**config.mk**
```make
export PLATFORM = sky130hd
export DESIGN_NAME = radial_spotlight_luma_scale_top
export DESIGN_NICKNAME = d
export VERILOG_FILES = /design/src/hw/rtl/rsls_pkg.sv /design/src/hw/rtl/radial_spotlight_luma_scale_top.sv
export SDC_FILE = /design/constraint.sdc
export NUM_CORES = 2
export LEC_CHECK = 0
export BUFFER_PORTS_ARGS = -buffer_cell sky130_fd_sc_hd__clkbuf_2
export CORE_UTILIZATION = 40
export DETAILED_ROUTE_END_ITERATION = 8
export PLACE_DENSITY_LB_ADDON = 0.1
export SKIP_LAST_GASP = 1
export SLEW_MARGIN = 20
export SYNTH_ARGS = -nofsm -noshare
export SYNTH_HDL_FRONTEND = slang
export SYNTH_SLANG_ARGS = --single-unit
```
**constraint.sdc**
```tcl
create_clock -name clk -period 8.7 [get_ports clk]
set_input_delay 0.87 -clock clk [delete_from_list [all_inputs] [get_ports clk]]
set_output_delay 0.87 -clock clk [all_outputs]
set_load 0.02 [all_outputs]
```
**src/hw/rtl/rsls_pkg.sv**
```systemverilog
// ----------------------------------------------------------------------------
// rsls_pkg
// Shared constants for the radial spotlight luma scaler: register indexes,
// port widths and the fixed-point gain constants.
// ----------------------------------------------------------------------------
package rsls_pkg;

	// defaults for the top-level parameters
	localparam int COORD_BITS_DEF = 12;
	localparam int LUMA_BITS_DEF  = 16;

	// configuration port
	localparam int CFG_IDX_BITS  = 4;
	localparam int CFG_DATA_BITS = 14;

	localparam logic [CFG_IDX_BITS-1:0] REG_CENTER_X = 4'd0;
	localparam logic [CFG_IDX_BITS-1:0] REG_CENTER_Y = 4'd1;

	// square root datapath: 32-bit radicand (d2 << 16), 16-bit root
	localparam int SQRT_BITS = 16;
	localparam int D2N_BITS  = 16;
	localparam int REM_BITS  = SQRT_BITS + 3;

	// gains in Q0.16, with one extra bit so that unity fits
	localparam int GAIN_BITS  = 17;
	localparam int SLOPE_BITS = 11;
	localparam int PROD_BITS  = SQRT_BITS + SLOPE_BITS;

	localparam logic [D2N_BITS-1:0]   FAR_D2    = 16'd25600;
	localparam logic [GAIN_BITS-1:0]  FAR_GAIN  = 17'd13107;
	localparam logic [GAIN_BITS-1:0]  GAIN_ONE  = 17'h10000;
	localparam logic [SLOPE_BITS-1:0] SLOPE_NUM = 11'd1311;

endpackage

```
**src/hw/rtl/radial_spotlight_luma_scale_top.sv**
```systemverilog
// ----------------------------------------------------------------------------
// radial_spotlight_luma_scale_top
// Dims each pixel's luminance by its distance from a configurable center:
// gain = 1 - 0.005 * distance, or a flat 0.2 at a distance of 160 or more.
// ----------------------------------------------------------------------------
// Throughput: one word per cycle; 16 of the stages are the digit-by-digit
// square root, one result bit per stage. A stalled output only holds up the
// stages behind it that are full; empty stages still take new words.
// Reset: arst_n clears all stage valids and sets both center registers to 0.
module radial_spotlight_luma_scale_top #(
	parameter int COORD_BITS = rsls_pkg::COORD_BITS_DEF,
	parameter int LUMA_BITS  = rsls_pkg::LUMA_BITS_DEF
) (
	input  logic                               clk,
	input  logic                               arst_n,
	// pixel input
	input  logic                               in_valid,
	output logic                               in_stall,
	input  logic [COORD_BITS-1:0]              pixel_x,
	input  logic [COORD_BITS-1:0]              pixel_y,
	input  logic [LUMA_BITS-1:0]               luma_in,
	// pixel output
	output logic                               out_valid,
	input  logic                               out_stall,
	output logic [LUMA_BITS-1:0]               luma_out,
	// configuration writes
	input  logic                               cfg_valid,
	output logic                               cfg_ready,
	input  logic [rsls_pkg::CFG_IDX_BITS-1:0]  cfg_index,
	input  logic [rsls_pkg::CFG_DATA_BITS-1:0] cfg_data
);

	localparam int CW   = rsls_pkg::CFG_DATA_BITS;
	// abs offset: up to 2^COORD_BITS - 1 + 2^(CW-1), or 2^(CW-1) - 1 the other way
	localparam int AW   = ((COORD_BITS > CW - 1) ? COORD_BITS : CW - 1) + 1;
	localparam int DW   = AW + 1;
	localparam int SQW  = 2 * AW;
	localparam int D2W  = SQW + 1;
	localparam int NSQ  = rsls_pkg::SQRT_BITS;
	localparam int RW   = rsls_pkg::REM_BITS;
	localparam int GW   = rsls_pkg::GAIN_BITS;
	localparam int PW   = rsls_pkg::PROD_BITS;
	localparam int NW   = rsls_pkg::D2N_BITS;

	localparam int S_ABS   = 1;
	localparam int S_SQ    = 2;
	localparam int S_D2    = 3;
	localparam int S_SQRT0 = 4;
	localparam int S_PROD  = S_SQRT0 + NSQ;
	localparam int S_GAIN  = S_PROD + 1;
	localparam int S_OUT   = S_GAIN + 1;
	localparam int NSTG    = S_OUT;

	// configuration registers
	logic signed [CW-1:0] center_x_q;
	logic signed [CW-1:0] center_y_q;

	assign cfg_ready = 1'b1;

	always_ff @(posedge clk or negedge arst_n) begin
		if (!arst_n) begin
			center_x_q <= '0;
			center_y_q <= '0;
		end else if (cfg_valid && cfg_ready) begin
			unique case (cfg_index)
				rsls_pkg::REG_CENTER_X: center_x_q <= cfg_data;
				rsls_pkg::REG_CENTER_Y: center_y_q <= cfg_data;
				default: ;
			endcase
		end
	end

	// stage valids and load enables; a stage loads when empty or when it drains
	logic [NSTG:1] vld_q;
	logic [NSTG:1] en;

	always_comb begin
		en[NSTG] = !vld_q[NSTG] || !out_stall;
		for (int k = NSTG - 1; k >= 1; k--) begin
			en[k] = !vld_q[k] || en[k+1];
		end
	end

	always_ff @(posedge clk or negedge arst_n) begin
		if (!arst_n) begin
			vld_q <= '0;
		end else begin
			if (en[1])
				vld_q[1] <= in_valid;
			for (int k = 2; k <= NSTG; k++) begin
				if (en[k])
					vld_q[k] <= vld_q[k-1];
			end
		end
	end

	assign in_stall  = !en[1];
	assign out_valid = vld_q[NSTG];

	// luma rides along with every stage up to s21
	logic [LUMA_BITS-1:0] luma_s [1:NSTG-1];

	always_ff @(posedge clk) begin
		if (en[1])
			luma_s[1] <= luma_in;
		for (int k = 2; k <= NSTG - 1; k++) begin
			if (en[k])
				luma_s[k] <= luma_s[k-1];
		end
	end

	// s1: absolute offsets from the center
	logic signed [DW-1:0] dx;
	logic signed [DW-1:0] dy;
	logic [AW-1:0]        ax_s1;
	logic [AW-1:0]        ay_s1;

	always_comb begin
		dx = DW'(signed'({1'b0, pixel_x})) - DW'(center_x_q);
		dy = DW'(signed'({1'b0, pixel_y})) - DW'(center_y_q);
	end

	always_ff @(posedge clk) begin
		if (en[S_ABS]) begin
			ax_s1 <= dx[DW-1] ? AW'(-dx) : AW'(dx);
			ay_s1 <= dy[DW-1] ? AW'(-dy) : AW'(dy);
		end
	end

	// s2: squares
	logic [SQW-1:0] sqx_s2;
	logic [SQW-1:0] sqy_s2;

	always_ff @(posedge clk) begin
		if (en[S_SQ]) begin
			sqx_s2 <= SQW'(ax_s1) * SQW'(ax_s1);
			sqy_s2 <= SQW'(ay_s1) * SQW'(ay_s1);
		end
	end

	// s3: squared distance, far test; sqrt stage inputs at index 0
	logic [D2W-1:0] d2;
	logic           sqrt_far_s  [0:NSQ];
	logic [NW-1:0]  sqrt_d2_s   [0:NSQ];
	logic [RW-1:0]  sqrt_rem_s  [0:NSQ];
	logic [NSQ-1:0] sqrt_root_s [0:NSQ];

	assign d2 = D2W'(sqx_s2) + D2W'(sqy_s2);

	always_ff @(posedge clk) begin
		if (en[S_D2]) begin
			sqrt_far_s[0]  <= d2 >= D2W'(rsls_pkg::FAR_D2);
			sqrt_d2_s[0]   <= d2[NW-1:0];
			sqrt_rem_s[0]  <= '0;
			sqrt_root_s[0] <= '0;
		end
	end

	// s4..s19: square root of d2 << 16, one root bit per stage
	for (genvar j = 0; j < NSQ; j++) begin : g_sqrt
		localparam int I = NSQ - 1 - j;
		logic [1:0]    pair;
		logic [RW-1:0] rsh;
		logic [RW-1:0] trial;

		if (I >= NSQ / 2) begin : g_hi
			assign pair = sqrt_d2_s[j][2*(I - NSQ/2) +: 2];
		end else begin : g_lo
			// low half of the radicand is the << 16
			assign pair = 2'b00;
		end

		always_comb begin
			rsh   = {sqrt_rem_s[j][RW-3:0], pair};
			trial = {1'b0, sqrt_root_s[j], 2'b01};
		end

		always_ff @(posedge clk) begin
			if (en[S_SQRT0 + j]) begin
				sqrt_far_s[j+1] <= sqrt_far_s[j];
				sqrt_d2_s[j+1]  <= sqrt_d2_s[j];
				if (rsh >= trial) begin
					sqrt_rem_s[j+1]  <= rsh - trial;
					sqrt_root_s[j+1] <= {sqrt_root_s[j][NSQ-2:0], 1'b1};
				end else begin
					sqrt_rem_s[j+1]  <= rsh;
					sqrt_root_s[j+1] <= {sqrt_root_s[j][NSQ-2:0], 1'b0};
				end
			end
		end
	end

	// s20: slope product
	logic [PW-1:0] prod_s20;
	logic          far_s20;

	always_ff @(posedge clk) begin
		if (en[S_PROD]) begin
			prod_s20 <= PW'(sqrt_root_s[NSQ]) * PW'(rsls_pkg::SLOPE_NUM);
			far_s20  <= sqrt_far_s[NSQ];
		end
	end

	// s21: gain select
	logic [GW-1:0] gain_s21;

	always_ff @(posedge clk) begin
		if (en[S_GAIN]) begin
			gain_s21 <= far_s20 ? rsls_pkg::FAR_GAIN
			                    : rsls_pkg::GAIN_ONE - GW'(prod_s20[PW-1:10]);
		end
	end

	// s22: scale and truncate
	localparam int LPW = LUMA_BITS + GW;
	logic [LPW-1:0]       scaled;
	logic [LUMA_BITS-1:0] luma_s22;

	assign scaled = LPW'(luma_s[S_GAIN]) * LPW'(gain_s21);

	always_ff @(posedge clk) begin
		if (en[S_OUT])
			luma_s22 <= scaled[LUMA_BITS+15:16];
	end

	assign luma_out = luma_s22;

endmodule

```
==> metrics.txt <==
H-Tree Depth 3; Top delay family on crit path adder cells; Crit path depth 23; cts bufs inserted 110; Worst path slowest cell edfxtp_1; CTS sink cnt 974; Worst Skew between 0.07 and 0.08 ns; Layout area overhead 10.43%; layout cells sized above 1 roughly 6.6%; register area share after synthesis a little under half; largest net degree at the start of global routing 55; Post-CTS Hold Buffers 0; placed inst area around 66,000 µm²; cell area after synthesis around 64,000 µm²; I/O pins approximately 80; Final Max Tran Viols 0; remaining antenna violation count 0; Final Hold Viols 0; crit path capture sqx_s2[27]; met3 WL around 4.1 mm; most used cell, CP fa_1; post_cts resized 0; TritonRoute pass-1 iters 5; count of different cell masters after synthesis 91; Ant. Diodes 0; crit-path cells inv_1 > nor2_1 > inv_1 > fa_1 > fa_1 > inv_1 > fa_1 > fa_1 > fa_1 > inv_1 > fa_1 > inv_1 > ha_1 > a21o_1 > a21o_1 > a21o_1 > a31oi_1 > o21a_1 > nor2_1 > o41a_1 > a41oi_1 > a21oi_1 > xnor2_1; DR vias about 37k; DIE AREA 160,700 µm²; worst-case clock buffer depth 3; cell row count around 150; Crit Reg-Reg Startpoint ax_s1[2]; Post-Synthesis Cells 5,313; post-CTS setup repair buffer count 0; status completed; WS Path Type reg -> reg; Post-synth top flop edfxtp_1; Final Critical Period roughly 7.0 ns; # DRC 0; Final setup violation count 0; CORE AREA around 160,000 µm²; CP Buf/Inv Count 5; clock-pin slew on the worst setup and hold paths 0.06 ns; Critical Path RT around 9.1 ns; EDFF count, synth about 920; R2R setup slack between 1.5 and 2 ns; Slew @ Worst Pin around 1.1 ns; Root Driver clkbuf_16; met2 WL roughly 60 mm; vias per inst between 4 and 5; post-synthesis net count 6,449; final hold slack between 0.2 and 0.3 ns; Final WS setup between 1.5 and 2 ns; Max Used Layer met4; critical path arrival around 7.4 ns; r2r endpoint sqx_s2[27]; critical path fanouts, max 17; antenna violations before repair 5; initial cell density of the core about two fifths; GP Congestion just over 0.8; worst slack, placed between 1.5 and 2 ns; Die Span Y 400.9 µm; grt total ovfl 0; fill count 14.68k; DP HPWL ~94 mm; highest clock rate roughly 140 MHz; vias in the first global route about 38k; detailed router's first-iteration violation count approximately 1.6k; post-synthesis area per instance 11.98 µm²; crit path launch ax_s1[2]; global-route wire length before repair between 200 and 250 mm; register bit total from synthesis just under 1k; CP max stage delay between 0.7 and 0.8 ns; CP endpoint kind flop; max-cap viol count 0; Hold Crit Class in -> reg; Avg WL per Cell between 15 and 20 µm; width of the die roughly 400 µm; CP startpoint kind flop; CTS tree built; total track usage ~16%; Final Net Count 6,567; R2R depth 23; yosys warns 0; worst-skew pair later-pin latency ~0.76 ns; Port Buf Inserts 80; async set-or-reset flop fraction in the synthesized netlist between 5 and 6%; Met1 Wirelength around 57 mm; final instance area about 70,000 µm²; slew margin rel. about 30%; fin crit share about four fifths; RSZ-0062 raised after global routing no; setup_tns 0 ns; final WL ~120 mm
[worst min path at each step]
| stage | to | slack, ns | start | cells after the start |
|---|---|---|---|---|
| floorplan | far_s20 | 0.40 | sqrt_far_s[16] | 0 |
| global placement | luma_s[0][334] | 0.40 | luma_s[0][318] | 0 |
| detailed placement | luma_s[0][103] | 0.40 | luma_s[0][87] | 0 |
| CTS | luma_s[0][16] | 0.20 | luma_in[0] | 1 |
| global route | luma_s[0][16] | 0.23 | luma_in[0] | 1 |
| finish | luma_s[0][16] | 0.28 | luma_in[0] | 1 |
[routing by layer]
layer / vias up / GRT usage [%]
met2: 429 / 26.56
met5: - / 0
met1: 18010 / 21.04
met3: 179 / 2.213
met4: 0 / 4.934
li1: 18080 / -
[Yosys cell counts (all sizes together) (48+ instances only)]
master,count,area [µm²]
nand2b,62,387.9
xor2,110,963.4
o21ai,116,588.1
fa,513,10270
nor3,63,325.3
xnor2,206,1804
ha,560,7007
clkbuf,95,356.6
nor2,277,1040
a21oi,223,1120
a21o,69,518.0
edfxtp,923,27720
nand2,388,1456
nand3,63,320.3
o21a,48,360.4
dfrtp,50,1251
and2,221,1383
inv,892,3348
[worst register-to-register path, stage by stage, from the launching register on]
cell	delay (ns)
edfxtp_1	0.75
inv_1	0.19
nor2_1	0.28
inv_1	0.11
fa_1	0.46
fa_1	0.37
inv_1	0.08
fa_1	0.44
fa_1	0.52
fa_1	0.56
inv_1	0.06
fa_1	0.53
inv_1	0.04
ha_1	0.35
a21o_1	0.20
a21o_1	0.19
a21o_1	0.19
a31oi_1	0.30
o21a_1	0.19
nor2_1	0.08
o41a_1	0.35
a41oi_1	0.27
a21oi_1	0.11
xnor2_1	0.13
[through the flow]
| step | util [%] | std cells |
|---|---|---|
| finish | 44.42 | 7600 |
| global route | 44.42 | 7600 |
| CTS | 44.42 | 7600 |
| detailed placement | 42.04 | 7391 |
| global placement | 42.04 | 7391 |
| floorplan | - | 5313 |
[cell type report]
cell class              count  area, µm²  share of cell area, %
multi-input cells        3346      30970                  44.07
flip-flops and latches    974      28990                  41.25
inverters                 892       3348                  4.764
clock buffers             138       2938                  4.180
well taps                2072       2592                  3.689
clock inverters            71      835.8                  1.189
repair buffers            107      603.1                 0.8581
[cell families after synthesis]
kind of cell	after synthesis	synth area share [%]
buffers and inverters	993	5.880
AND/OR/NAND/NOR	1289	10.03
adder cells (fa/ha/maj)	1073	27.15
AO/OA/AOI/OAI	617	6.156
other	1	0.005893
multiplexers	50	0.8788
flip-flops	974	45.55
XOR/XNOR	316	4.349
[flip-flops by register name, indices dropped and copies added (netlist names)]
| signal | flops |
|---|---|
| luma_s | 336 |
| sqrt_rem_s | 237 |
| sqrt_root_s | 129 |
| sqrt_d2_s | 72 |
| sqx_s2 | 27 |
| sqy_s2 | 27 |
| vld_q | 22 |
| gain_s21 | 17 |
| prod_s20 | 17 |
| sqrt_far_s | 17 |
| luma_out | 16 |
| ax_s1 | 14 |
| ay_s1 | 14 |
| center_x_q | 14 |
| center_y_q | 14 |
| far_s20 | 1 |
[placed cells by master (no fill, tap or decap), types with 61 or more instances in the layout]
master,Yosys,routed
a21o_1,69,69
a21oi_1,222,222
and2_1,221,221
clkbuf_16,0,110
clkbuf_2,0,79
edfxtp_1,923,923
fa_1,513,513
ha_1,560,560
inv_1,886,884
nand2_1,388,383
nand2b_1,62,62
nor2_1,277,276
nor3_1,61,61
o21ai_0,76,76
xnor2_1,206,206
xor2_1,110,110
Power is left out: the tool's default activity adds up to more than one toggle a clock period on the data nets, which glitch-free logic cannot reach.
